$ cat config.mk
export PLATFORM = sky130hd
export DESIGN_NAME = outstanding_request_tracker_top
export DESIGN_NICKNAME = d
export VERILOG_FILES = /design/src/rtl/ort_pkg.sv /design/src/rtl/ort_ram.sv /design/src/rtl/ort_match.sv /design/src/rtl/outstanding_request_tracker_top.sv
export SDC_FILE = /design/constraint.sdc
export NUM_CORES = 2
export LEC_CHECK = 0
export ABC_AREA = 1
export BUFFER_PORTS_ARGS = -buffer_cell sky130_fd_sc_hd__buf_2
export CORE_MARGIN = 2
export CORE_UTILIZATION = 36
export DETAILED_ROUTE_END_ITERATION = 7
export GPL_TIMING_DRIVEN = 0
export HOLD_SLACK_MARGIN = 0.12
export PLACE_DENSITY = 0.54
export SYNTH_ARGS = -nofsm -noshare
export SYNTH_HDL_FRONTEND = slang
export SYNTH_SLANG_ARGS = --single-unit
$ cat constraint.sdc
create_clock -name clk -period 16.7 [get_ports clk]
set_clock_uncertainty 0.15 [all_clocks]
set_input_delay 0 -clock clk [delete_from_list [all_inputs] [get_ports clk]]
set_output_delay 0 -clock clk [all_outputs]
set_load 0.1 [all_outputs]
$ cat src/rtl/ort_pkg.sv
// Shared types and constants for the outstanding request tracker.
package ort_pkg;

  localparam int KEY_W   = 64;
  localparam int WORD_W  = 32;
  localparam int PEER_W  = 4;
  localparam int TOUT_W  = 16;
  localparam int OP_W    = 3;
  localparam int KIND_W  = 2;
  localparam int CFG_IDX_W = 1;

  // Upper bound on the number of entries one query reports.
  localparam int MAX_RESULTS = 16;
  localparam int CNT_W = $clog2(MAX_RESULTS);

  localparam logic [OP_W-1:0] OP_CREATE     = 3'd0;
  localparam logic [OP_W-1:0] OP_COMPLETE   = 3'd1;
  localparam logic [OP_W-1:0] OP_EXPIRE     = 3'd2;
  localparam logic [OP_W-1:0] OP_DROP_PEER  = 3'd3;
  localparam logic [OP_W-1:0] OP_DROP_CHUNK = 3'd4;
  localparam logic [OP_W-1:0] OP_TICK       = 3'd5;
  localparam logic [OP_W-1:0] OP_QUERY      = 3'd6;

  localparam logic [KIND_W-1:0] KIND_STATUS = 2'd0;
  localparam logic [KIND_W-1:0] KIND_SENT   = 2'd1;
  localparam logic [KIND_W-1:0] KIND_QUERY  = 2'd2;

  localparam logic [CFG_IDX_W-1:0] CFG_MAX_BLOCK = 1'd0;
  localparam logic [CFG_IDX_W-1:0] CFG_TIMEOUT   = 1'd1;

  localparam logic [WORD_W-1:0] MAX_BLOCK_RESET = 32'd32768;
  localparam logic [TOUT_W-1:0] TIMEOUT_RESET   = 16'd10;

  typedef struct packed {
    logic [KEY_W-1:0]  chunk;
    logic [WORD_W-1:0] offset;
    logic [WORD_W-1:0] size;
    logic [PEER_W-1:0] peer;
    logic [WORD_W-1:0] started;
    logic [WORD_W-1:0] expires;
  } entry_t;

  localparam int ENTRY_W = $bits(entry_t);

  typedef struct packed {
    logic [KIND_W-1:0] kind;
    logic              removed;
    logic              full;
    entry_t            ent;
    logic              last;
  } result_t;

endpackage

$ cat src/rtl/ort_ram.sv
// Generic single-write, single-read RAM with registered read data.
module ort_ram #(
  parameter int WIDTH = 8,
  parameter int DEPTH = 16
) (
  input  logic                     clk,
  input  logic                     wr_en,
  input  logic [$clog2(DEPTH)-1:0] wr_addr,
  input  logic [WIDTH-1:0]         wr_data,
  input  logic                     rd_en,
  input  logic [$clog2(DEPTH)-1:0] rd_addr,
  output logic [WIDTH-1:0]         rd_data
);

  logic [WIDTH-1:0] mem [DEPTH];

  always_ff @(posedge clk) begin
    if (wr_en) begin
      mem[wr_addr] <= wr_data;
    end
    if (rd_en) begin
      rd_data <= mem[rd_addr];
    end
  end

endmodule

$ cat src/rtl/ort_match.sv
// Decides whether one table entry matches the request under the current operation.
module ort_match
  import ort_pkg::*;
(
  input  entry_t            ent,
  input  logic [OP_W-1:0]   op,
  input  logic [KEY_W-1:0]  key,
  input  logic [WORD_W-1:0] offset,
  input  logic [WORD_W-1:0] size,
  input  logic [PEER_W-1:0] peer,
  input  logic [WORD_W-1:0] time_now,
  output logic              hit
);

  logic [WORD_W-1:0] age;
  logic              key_eq;

  // An entry has expired once the wrapped distance past its expiry is non-negative.
  assign age    = time_now - ent.expires;
  assign key_eq = (ent.chunk == key);

  always_comb begin
    case (op)
      OP_COMPLETE:   hit = key_eq && (ent.offset == offset) && (ent.size == size) &&
                           (ent.peer == peer);
      OP_EXPIRE:     hit = !age[WORD_W-1];
      OP_DROP_PEER:  hit = (ent.peer == peer);
      OP_DROP_CHUNK: hit = key_eq;
      OP_QUERY:      hit = key_eq;
      default:       hit = 1'b0;
    endcase
  end

endmodule

$ cat src/rtl/outstanding_request_tracker_top.sv
// Outstanding request tracker: table of pending block requests with timeout.
//
// Requests enter on the in_valid/in_ready channel; results leave on the
// out_valid/out_ready channel, one output register between the two sides.
// The configuration port (cfg_write, cfg_index, cfg_data) sets the block size
// limit and the timeout; write it only while no request is in flight.
// Entry payloads live in one RAM with registered read data; valid bits are
// flip-flops. Every table operation walks the RAM one entry per cycle, except
// while a query waits for the output register; create ends early at the first
// free slot, while tick, the unused opcode and a create for an out-of-range
// peer skip the walk. A new request is taken once the previous one has placed
// its final result in the output register, even while that result still waits.
// A query emits one result per matching entry, up to MAX_RESULTS; if the
// receiver stalls, the scan holds on the next match until the output register
// frees up. Reset clears all valid bits, the time counter and the output valid
// flag, and restores the configuration defaults; the RAM needs no clearing.
module outstanding_request_tracker_top
  import ort_pkg::*;
#(
  parameter int TABLE_DEPTH = 16,
  parameter int PEER_COUNT  = 16
) (
  input  logic                 clk,
  input  logic                 rst,
  input  logic                 cfg_write,
  input  logic [CFG_IDX_W-1:0] cfg_index,
  input  logic [WORD_W-1:0]    cfg_data,
  input  logic                 in_valid,
  output logic                 in_ready,
  input  logic [OP_W-1:0]      op,
  input  logic [KEY_W-1:0]     chunk_key,
  input  logic [WORD_W-1:0]    block_offset,
  input  logic [WORD_W-1:0]    block_size,
  input  logic [PEER_W-1:0]    peer_index,
  output logic                 out_valid,
  input  logic                 out_ready,
  output logic [KIND_W-1:0]    kind,
  output logic                 removed_any,
  output logic                 table_full,
  output logic [KEY_W-1:0]     out_chunk_key,
  output logic [WORD_W-1:0]    out_offset,
  output logic [WORD_W-1:0]    out_size,
  output logic [PEER_W-1:0]    out_peer,
  output logic [WORD_W-1:0]    out_started,
  output logic [WORD_W-1:0]    out_expires,
  output logic                 last
);

  localparam int IDX_W = $clog2(TABLE_DEPTH);
  localparam logic [IDX_W-1:0] LAST_IDX = IDX_W'(TABLE_DEPTH - 1);

  localparam logic [1:0] S_IDLE  = 2'd0;
  localparam logic [1:0] S_PRIME = 2'd1;
  localparam logic [1:0] S_SCAN  = 2'd2;
  localparam logic [1:0] S_DONE  = 2'd3;

  logic [1:0]             state, state_next;
  logic [TABLE_DEPTH-1:0] entry_valid, entry_valid_next;
  logic [WORD_W-1:0]      time_now, time_now_next;
  logic [WORD_W-1:0]      max_block_size;
  logic [TOUT_W-1:0]      timeout_ticks;

  logic [OP_W-1:0]        req_op;
  logic [KEY_W-1:0]       req_key;
  logic [WORD_W-1:0]      req_offset;
  logic [WORD_W-1:0]      req_size;
  logic [WORD_W-1:0]      req_csize;
  logic [WORD_W-1:0]      req_expires;
  logic [PEER_W-1:0]      req_peer;
  logic [KIND_W-1:0]      fin_kind, fin_kind_next;

  logic [IDX_W-1:0]       cmp_idx, cmp_idx_next;
  logic [CNT_W-1:0]       found_cnt, found_cnt_next;
  logic                   removed, removed_next;
  logic                   full, full_next;
  logic                   pend_valid, pend_valid_next;
  entry_t                 pend, pend_next;

  result_t                out_q, out_next;
  logic                   out_load;
  logic                   out_free;

  logic                   in_accept;
  logic                   rd_en;
  logic [IDX_W-1:0]       rd_addr;
  logic [ENTRY_W-1:0]     rd_data;
  logic                   wr_en;
  entry_t                 new_ent;
  entry_t                 ent;
  logic                   hit;
  logic                   cur_valid;

  assign in_ready  = (state == S_IDLE);
  assign in_accept = in_valid && in_ready;
  assign out_free  = !out_valid || out_ready;
  assign ent       = entry_t'(rd_data);
  assign cur_valid = entry_valid[cmp_idx];

  assign new_ent = '{chunk: req_key, offset: req_offset, size: req_csize,
                     peer: req_peer, started: time_now, expires: req_expires};

  ort_ram #(
    .WIDTH (ENTRY_W),
    .DEPTH (TABLE_DEPTH)
  ) u_table (
    .clk     (clk),
    .wr_en   (wr_en),
    .wr_addr (cmp_idx),
    .wr_data (new_ent),
    .rd_en   (rd_en),
    .rd_addr (rd_addr),
    .rd_data (rd_data)
  );

  ort_match u_match (
    .ent      (ent),
    .op       (req_op),
    .key      (req_key),
    .offset   (req_offset),
    .size     (req_size),
    .peer     (req_peer),
    .time_now (time_now),
    .hit      (hit)
  );

  always_comb begin
    state_next       = state;
    entry_valid_next = entry_valid;
    time_now_next    = time_now;
    fin_kind_next    = fin_kind;
    cmp_idx_next     = cmp_idx;
    found_cnt_next   = found_cnt;
    removed_next     = removed;
    full_next        = full;
    pend_valid_next  = pend_valid;
    pend_next        = pend;
    out_load         = 1'b0;
    out_next         = out_q;
    rd_en            = 1'b0;
    rd_addr          = cmp_idx + 1'b1;
    wr_en            = 1'b0;

    unique case (state)
      S_IDLE: begin
        if (in_accept) begin
          removed_next    = 1'b0;
          full_next       = 1'b0;
          pend_valid_next = 1'b0;
          found_cnt_next  = '0;
          fin_kind_next   = (op == OP_QUERY) ? KIND_QUERY : KIND_SENT;
          unique case (op) inside
            OP_CREATE: begin
              if (32'(peer_index) >= 32'(PEER_COUNT)) begin
                state_next = S_DONE;
              end else begin
                state_next = S_PRIME;
              end
            end
            OP_COMPLETE, OP_EXPIRE, OP_DROP_PEER, OP_DROP_CHUNK, OP_QUERY: begin
              state_next = S_PRIME;
            end
            OP_TICK: begin
              time_now_next = time_now + 1'b1;
              state_next    = S_DONE;
            end
            default: begin
              state_next = S_DONE;
            end
          endcase
        end
      end

      S_PRIME: begin
        rd_en        = 1'b1;
        rd_addr      = '0;
        cmp_idx_next = '0;
        state_next   = S_SCAN;
      end

      S_SCAN: begin
        case (req_op)
          OP_CREATE: begin
            if (!cur_valid) begin
              wr_en                     = 1'b1;
              entry_valid_next[cmp_idx] = 1'b1;
              pend_next                 = new_ent;
              pend_valid_next           = 1'b1;
              state_next                = S_DONE;
            end else if (cmp_idx == LAST_IDX) begin
              full_next  = 1'b1;
              state_next = S_DONE;
            end else begin
              rd_en        = 1'b1;
              cmp_idx_next = cmp_idx + 1'b1;
            end
          end

          OP_QUERY: begin
            // A match is held back until the next one is found so the final one can carry last.
            if (cur_valid && hit) begin
              if (!pend_valid || out_free) begin
                if (pend_valid) begin
                  out_load = 1'b1;
                  out_next = '{kind: KIND_QUERY, removed: 1'b0, full: 1'b0,
                               ent: pend, last: 1'b0};
                end
                pend_next       = ent;
                pend_valid_next = 1'b1;
                found_cnt_next  = found_cnt + 1'b1;
                if (found_cnt == CNT_W'(MAX_RESULTS - 1) || cmp_idx == LAST_IDX) begin
                  state_next = S_DONE;
                end else begin
                  rd_en        = 1'b1;
                  cmp_idx_next = cmp_idx + 1'b1;
                end
              end
            end else if (cmp_idx == LAST_IDX) begin
              state_next = S_DONE;
            end else begin
              rd_en        = 1'b1;
              cmp_idx_next = cmp_idx + 1'b1;
            end
          end

          default: begin
            if (cur_valid && hit) begin
              entry_valid_next[cmp_idx] = 1'b0;
              removed_next              = 1'b1;
            end
            if (cmp_idx == LAST_IDX) begin
              state_next = S_DONE;
            end else begin
              rd_en        = 1'b1;
              cmp_idx_next = cmp_idx + 1'b1;
            end
          end
        endcase
      end

      S_DONE: begin
        if (out_free) begin
          out_load   = 1'b1;
          state_next = S_IDLE;
          if (pend_valid) begin
            out_next = '{kind: fin_kind, removed: 1'b0, full: 1'b0, ent: pend, last: 1'b1};
          end else begin
            out_next = '{kind: KIND_STATUS, removed: removed, full: full, ent: '0,
                         last: 1'b1};
          end
        end
      end

      default: begin
        state_next = S_IDLE;
      end
    endcase
  end

  always_ff @(posedge clk) begin
    if (rst) begin
      state          <= S_IDLE;
      entry_valid    <= '0;
      time_now       <= '0;
      max_block_size <= MAX_BLOCK_RESET;
      timeout_ticks  <= TIMEOUT_RESET;
      out_valid      <= 1'b0;
      pend_valid     <= 1'b0;
      removed        <= 1'b0;
      full           <= 1'b0;
      found_cnt      <= '0;
      cmp_idx        <= '0;
    end else begin
      state       <= state_next;
      entry_valid <= entry_valid_next;
      time_now    <= time_now_next;
      pend_valid  <= pend_valid_next;
      removed     <= removed_next;
      full        <= full_next;
      found_cnt   <= found_cnt_next;
      cmp_idx     <= cmp_idx_next;
      if (cfg_write && cfg_index == CFG_MAX_BLOCK) begin
        max_block_size <= cfg_data;
      end
      if (cfg_write && cfg_index == CFG_TIMEOUT) begin
        timeout_ticks <= cfg_data[TOUT_W-1:0];
      end
      if (out_load) begin
        out_valid <= 1'b1;
      end else if (out_ready) begin
        out_valid <= 1'b0;
      end
    end
  end

  always_ff @(posedge clk) begin
    pend     <= pend_next;
    fin_kind <= fin_kind_next;
    if (out_load) begin
      out_q <= out_next;
    end
    if (in_accept) begin
      req_op      <= op;
      req_key     <= chunk_key;
      req_offset  <= block_offset;
      req_size    <= block_size;
      req_peer    <= peer_index;
      req_csize   <= (block_size < max_block_size) ? block_size : max_block_size;
      req_expires <= time_now + WORD_W'(timeout_ticks);
    end
  end

  assign kind          = out_q.kind;
  assign removed_any   = out_q.removed;
  assign table_full    = out_q.full;
  assign out_chunk_key = out_q.ent.chunk;
  assign out_offset    = out_q.ent.offset;
  assign out_size      = out_q.ent.size;
  assign out_peer      = out_q.ent.peer;
  assign out_started   = out_q.ent.started;
  assign out_expires   = out_q.ent.expires;
  assign last          = out_q.last;

  // A result must never overwrite one the receiver has not yet taken.
  a_no_overwrite: assert property (@(posedge clk) disable iff (rst)
    out_load |-> (!out_valid || out_ready))
    else $error("output register overwritten while stalled");

  // A table write only happens for a create, and that slot is valid afterwards.
  a_write_sets_valid: assert property (@(posedge clk) disable iff (rst)
    wr_en |=> (entry_valid[$past(cmp_idx)] && $past(req_op) == OP_CREATE))
    else $error("table write without matching valid bit");

  // The time counter only moves when a tick request is accepted.
  a_time_on_tick: assert property (@(posedge clk) disable iff (rst)
    !(in_accept && op == OP_TICK) |=> $stable(time_now))
    else $error("time counter moved without a tick");

endmodule
Yosys cells after proc, flatten, opt, wreduce, memory -nomap -nowiden
Memory sizes are Yosys's and may differ from the RTL's. A register that Yosys moved wholly into a read port is not among the register bits.
Cells that the tools add are included.
{"block": "word_totals", "reg_bits": 708, "mem_count": 1, "wordCells": 204, "inputBits": 173, "ram_bits": 3136, "output_inout_bits": 203}
{"block": "classes", "n_eq_ne": 41, "add_sub_neg": 5, "n_bitwise": 5, "n_mux": 77, "magnitude_cmp": 3, "n_reduce_logical": 37}
{"name": "u_table.mem", "depth": 16, "width": 196, "read_ports": 1, "rd_clocked_by_memory_dff": 1, "write_ports": 1, "line": "ort_ram.sv:15", "source": "logic [WIDTH-1:0] mem [DEPTH];"}
{"cell": "201-bit two-way mux", "n": 6}
{"cell": "196-bit two-way mux", "n": 3}
{"cell": "201-bit one-hot mux with 2 select lines", "n": 1}
{"cell": "196-bit one-hot mux with 2 select lines", "n": 1}
{"cell": "32-bit equality test", "n": 2}
{"cell": "64-bit equality test", "n": 1}
{"cell": "4-bit two-way mux", "n": 10}
{"cell": "32-bit by 1-bit adder with 32-bit output, second input constant", "n": 1}
{"cell": "32-bit by 16-bit adder with 32-bit output", "n": 1}
{"cell": "32-bit < comparator", "n": 1}
{"cell": "16-bit two-way mux", "n": 2}
{"cell": "32-bit two-way mux", "n": 1}
{"cell": "16-bit one-hot mux with 2 select lines", "n": 1}
{"cell": "32-bit subtractor", "n": 1}
{"cell": "1-bit two-way mux", "n": 28}
{"cell": "4-bit one-hot mux with 2 select lines", "n": 3}
{"cell": "2-bit inequality test, second input constant", "n": 11}
{"cell": "2-bit two-way mux", "n": 9}
{"cell": "16-bit AND", "n": 1}
{"cell": "16-bit inverter", "n": 1}
{"cell": "16-bit bitwise OR", "n": 1}
{"cell": "4-bit AND reduction", "n": 4}
{"cell": "3-bit equality test, second input constant", "n": 5}
{"cell": "5-bit AND reduction", "n": 3}
{"cell": "other kinds (32)", "n": 70}

Depth between registers and ports, before layout
{"block": "depth", "depth_word": 10, "mapped_depth": 22, "mapped_depth_nobuf": 22}

Modules after synthesis
Synthesis repeated with hierarchy kept, for this count alone.
{"block": "hier_totals", "hier_cells": 15461, "area_unflattened_um2": 169181.0}
{"mod": "ort_ram", "cells_each": 11922, "instances": 1, "area_per_inst_um2": 136254.4}
{"mod": "outstanding_request_tracker_top", "cells_each": 2808, "instances": 1, "area_per_inst_um2": 29388.2}
{"mod": "ort_match", "cells_each": 731, "instances": 1, "area_per_inst_um2": 3538.4}

Worst setup path before layout
OpenSTA, ideal clock, no wires.
{"block": "synth_timing", "path_kind": "flip-flop to flip-flop", "startpoint": "register time_now[9]", "endpoint": "register pend[0] (netlist name) (enable)", "t_required_ns": 15.487, "stages_incl_launch_ff": 15, "path_slack_ns": -0.888, "path_buffers": 0, "arrival_time_ns": 16.375, "path_cell_list": "dfxtp_1 ha_1 nand2_1 inv_1 nand2_1 nand2_1 a21oi_1 nand2_1 nand2_1 nand2_1 nand2_1 nand3_1 nand3_2 nand2_1 a221oi_1"}
{"block": "synth_via", "elab_chain_cells": 6}
{"item": "start, declared", "line": "outstanding_request_tracker_top.sv:59", "source": "logic [WORD_W-1:0] time_now, time_now_next;"}
{"item": "start signal, assigned", "line": "outstanding_request_tracker_top.sv:275", "source": "time_now <= time_now_next;"}
{"item": "32-bit subtractor", "line": "ort_match.sv:19", "source": "assign age = time_now - ent.expires;"}
{"item": "1-bit zero test", "line": "ort_match.sv:26", "source": "OP_EXPIRE: hit = !age[WORD_W-1];"}
{"item": "1-bit one-hot mux with 4 select lines", "line": "ort_match.sv:23", "source": "case (op)"}
{"item": "1-bit logical AND", "line": "outstanding_request_tracker_top.sv:200", "source": "if (cur_valid && hit) begin"}
{"item": "2-bit inequality test (no source line)"}
{"item": "5-bit AND reduction (no source line)"}
{"item": "end signal, assigned", "line": "outstanding_request_tracker_top.sv:296", "source": "pend <= pend_next;"}
{"item": "end, declared", "line": "outstanding_request_tracker_top.sv:77", "source": "entry_t pend, pend_next;"}
No other way between the ends.
A chain may end at the register's enable or synchronous reset.

Final worst setup path
{"block": "layout_timing", "startpoint": "register cmp_idx[0]", "endpoint": "register u_table.rd_data[81] (read register of u_table.mem) (data pin)"}
{"block": "layout_via", "elab_chain_cells": 7}
{"item": "start, declared", "line": "outstanding_request_tracker_top.sv:72", "source": "logic [IDX_W-1:0] cmp_idx, cmp_idx_next;"}
{"item": "start signal, assigned", "line": "outstanding_request_tracker_top.sv:280", "source": "cmp_idx <= cmp_idx_next;"}
{"item": "branches (longest 7 deep; another with 1-bit binary-select mux with 4-bit select)"}
{"item": "end, declared", "line": "ort_ram.sv:12", "source": "output logic [WIDTH-1:0] rd_data"}
Several ways; the timed one is not identified. The select of a mux whose other input is x is not followed.

==> impl_metrics.json <==
{
  "die_x_um": 666.6,
  "criticalPathCategory": "reg2reg",
  "ys_types": 58,
  "slew_violations": 35,
  "routed_wirelength_um": 627000,
  "hpwl_um": 429500,
  "p_leak_nw": 63.36,
  "viasPerCell": 5.757,
  "worstPathCellList": "inv_1 -> buf_2 -> buf_2 -> clkbuf_1 -> clkbuf_1 -> ha_1 -> inv_1 -> nor2_4 -> buf_12 -> buf_4 -> buf_2 -> buf_2 -> clkbuf_1 -> a22oi_1 -> o21ai_0 -> o21ai_0",
  "fmax_ghz": 0.1219,
  "nets": 13235,
  "cp_max_fo": 12,
  "synth_top_area_frac": 0.7466,
  "finalSetupTns_ns": 0,
  "synth-main-ff-cell": "edfxtp_1",
  "ys_seq_elements": 4040,
  "grt_setup_unrepaired": "no",
  "drive_gt1_frac": 0.09908,
  "tritoncts": "built",
  "switchingPower_mw": 17.36,
  "drtIter0Drc": 17207,
  "rrSetupSlack_ns": 8.49,
  "clkSinkCount": 4040,
  "period_share": 0.4914,
  "r2r.worst_path.cells": 16,
  "met3_length_um": 73820,
  "grt_pass1_wl_um": 841100,
  "core_area_um2": 437500,
  "synthCells": 11602,
  "vias": 110111,
  "die_y_um": 666.6,
  "clkTransAtPathRegs_ns": 0.06,
  "crit_required_ns": 17.09,
  "critPathCaptureType": "flop",
  "postSynth.asyncResetShare": 0,
  "grt_antenna_before_repair": 68,
  "ant_nets": 0,
  "row_count": 243,
  "hold_buffers": 408,
  "yosysSeqAreaShare": 0.7605,
  "synth_area_leaders": "edfxtp_1 75%, nor2_1 4.2%, nand2_1 3.0%",
  "grt_use_total": 0.2734,
  "wl_met1_um": 244900,
  "tightest_slew_ns": 1.582,
  "min_from": "block_offset[4]",
  "setup_viol": 0,
  "synthesis.nets": 11863,
  "synth_enable_flop_cells": 3930,
  "combinationalPowerShare": 0.415,
  "max_slew_margin": -0.06612,
  "clk_latency_ns": 1.01,
  "cpMostUsedCell": "buf_2",
  "r2r-end": "u_table.rd_data[81]",
  "outcome": "complete, but fails checks",
  "wire_per_inst_um": 32.78,
  "cp_data_arrival_time_ns": 8.60,
  "grt_max_degree": 85,
  "drv_cap": 5,
  "min_path_cells": 3,
  "h-tree-depth": 5,
  "ir_worst_vdd_mv": 0.2174,
  "die_area_um2": 444400,
  "min_to": "req_offset[4]",
  "drc_errors": 0,
  "critPathLaunch": "cmp_idx[0]",
  "numCtsBuffers": 421,
  "violations": "max-capacitance violations, max-slew violations",
  "area_growth_pct": 19.33,
  "cts_max_path_buffers": 4,
  "critPathLaunchType": "flop",
  "port_buffers": 374,
  "synth_area_um2": 158100,
  "drt_first_pass_iters": 6,
  "overflow": 0,
  "power.density_nw_per_um2": 205.7,
  "finalHoldViolCount": 0,
  "cts_root_buffer": "clkbuf_16",
  "fin_crit_ns": 8.206,
  "crit_slowest_cell": "clkbuf_1",
  "gp_congestion": 0.9200,
  "cts.repair.resized": 0,
  "wl_met2_um": 272500,
  "routed.top_layer": "met5",
  "grt_pass1_vias": 102300,
  "p_sw_frac": 0.4474,
  "pwr-share-seq": 0.342,
  "yosys.area.top_type": "edfxtp_1",
  "pwr-share-clk": 0.243,
  "post_cts_buffers": 0,
  "hold_path_class": "in2reg",
  "ys_warn_count": 0,
  "io_pins": 376,
  "reg2reg_from": "cmp_idx[0]",
  "final_util": 0.4311,
  "critical-path-max-stage-delay_ns": 1.11,
  "initial_core_util": 0.3613,
  "synth.avg_cell_area_um2": 13.62,
  "p_int_mw": 21.44
}
[per-stage QoR]
step | power, mW | hold slack (ns) | area, um2 | worst slack, ns | instances
finish | 38.80 | 0.1386 | 188600 | 8.494 | 19128
global route | 39.82 | 0.1418 | 188600 | 8.518 | 19097
CTS | 38.36 | 0.1208 | 188500 | 8.801 | 19079
detailed placement | 28.96 | 0.02828 | 170800 | 8.821 | 17900
global placement | 28.94 | 0.02837 | 167200 | -13.93 | 17733
floorplan | 21.29 | -0.05113 | 158100 | 0.07691 | 11602
[worst max-delay path by stage]
| stage | slack, ns | end |
|---|---|---|
| 2_1_floorplan | 0.08 | kind[0] |
| 3_3_place_gp | -13.93 | out_chunk_key[22] |
| 3_5_place_dp | 8.82 | u_table.rd_data[81] |
| 4_1_cts | 8.80 | u_table.rd_data[81] |
| 5_1_grt | 8.52 | u_table.rd_data[0] |
| 6_report | 8.49 | u_table.rd_data[81] |
[sequential cells by signal (all words and copies together) (netlist names), 16 cells and up, named ones only]
| name | flops |
|---|---|
| u_table.rd_data | 196 |
| req_size | 32 |
| timeout_ticks | 16 |
| req_csize | 32 |
| out_offset | 32 |
| out_expires | 32 |
| max_block_size | 32 |
| req_key | 64 |
| out_chunk_key | 64 |
| time_now | 32 |
| out_started | 32 |
| u_table.mem | 3136 |
| req_expires | 32 |
| req_offset | 32 |
| out_size | 32 |
| pend | 196 |
[Yosys cell counts, types with 12 or more instances]
library cell and number:
buf_1 46, o32ai_1 197, buf_2 83, nand2_1 1253, o311ai_0 182, clkbuf_1 608, ha_1 87, dfxtp_1 110
edfxtp_1 3930, xnor2_1 49, a221o_1 148, inv_1 542, a22oi_1 47, a221oi_1 211, o22ai_1 410, o211ai_1 119
nor3_1 131, nand3_1 52, a21oi_1 625, a31oi_1 77, or2_2 12, o21ai_0 749, xor2_1 63, nand4_1 20
nor2_1 1772
[logic make-up (layout without fill, tap and decap cells)]
group                    Yosys count  in the layout  synth area share
other                              0             49                 0
AO/OA/AOI/OAI                   2791           2791            0.1139
XOR/XNOR                         112            112          0.006206
buffers and inverters           1292           3012           0.03153
flip-flops                      4040           4040            0.7605
adder cells (fa/ha/maj)           88             88          0.007013
AND/OR/NAND/NOR                 3279           3279           0.08088
[power by group through the flow]
stage,Sequential (mW),Combinational [mW],Clock [mW]
floorplan,14.2,7.08,0
global placement,13.9,15.1,0
detailed placement,13.4,15.5,0
CTS,13.2,15.6,9.48
global route,13.3,16.7,9.86
finish,13.3,16.1,9.45
[placed cells by master (no fill, tap or decap), drive strengths merged, types with 63 or more instances in the layout]
| master | synthesis | final |
|---|---|---|
| a21oi | 625 | 625 |
| a221o | 148 | 148 |
| a221oi | 211 | 211 |
| a31oi | 77 | 77 |
| buf | 137 | 678 |
| clkbuf | 608 | 1149 |
| clkinv | 2 | 169 |
| dfxtp | 110 | 110 |
| dlygate4sd3 | 0 | 408 |
| edfxtp | 3930 | 3930 |
| ha | 87 | 87 |
| inv | 545 | 559 |
| nand2 | 1259 | 1259 |
| nor2 | 1780 | 1780 |
| nor3 | 135 | 135 |
| o211ai | 119 | 119 |
| o21ai | 760 | 760 |
| o22ai | 410 | 410 |
| o311ai | 182 | 182 |
| o32ai | 197 | 197 |
| xor2 | 63 | 63 |
[worst max-delay path, delay by kind of cell, from the launching register on]
kind	cells	cell delay [ns]
simple gates	1	0.10
compound gates	3	0.89
flops	1	0.35
buf+inv	11	5.71
fa+ha+maj	1	0.37
[cell type report]
cell class	instances	area, um2
clock inverter	230	2370
inverter	547	2128
buffer	745	2983
timing repair buffer	949	9404
sequential	4040	120200
fill	39863	248900
antenna	49	122.6
multi-input combinational	6270	32990
tap	5757	7203
clock buffer	541	11210
[layer usage]
layer,global-route usage,up-vias
met5,0,-
met4,0.1385,14
met3,0.06979,1125
met2,0.4082,7061
met1,0.3690,55686
li1,-,46225
Power figures use the tool's default switching activity.
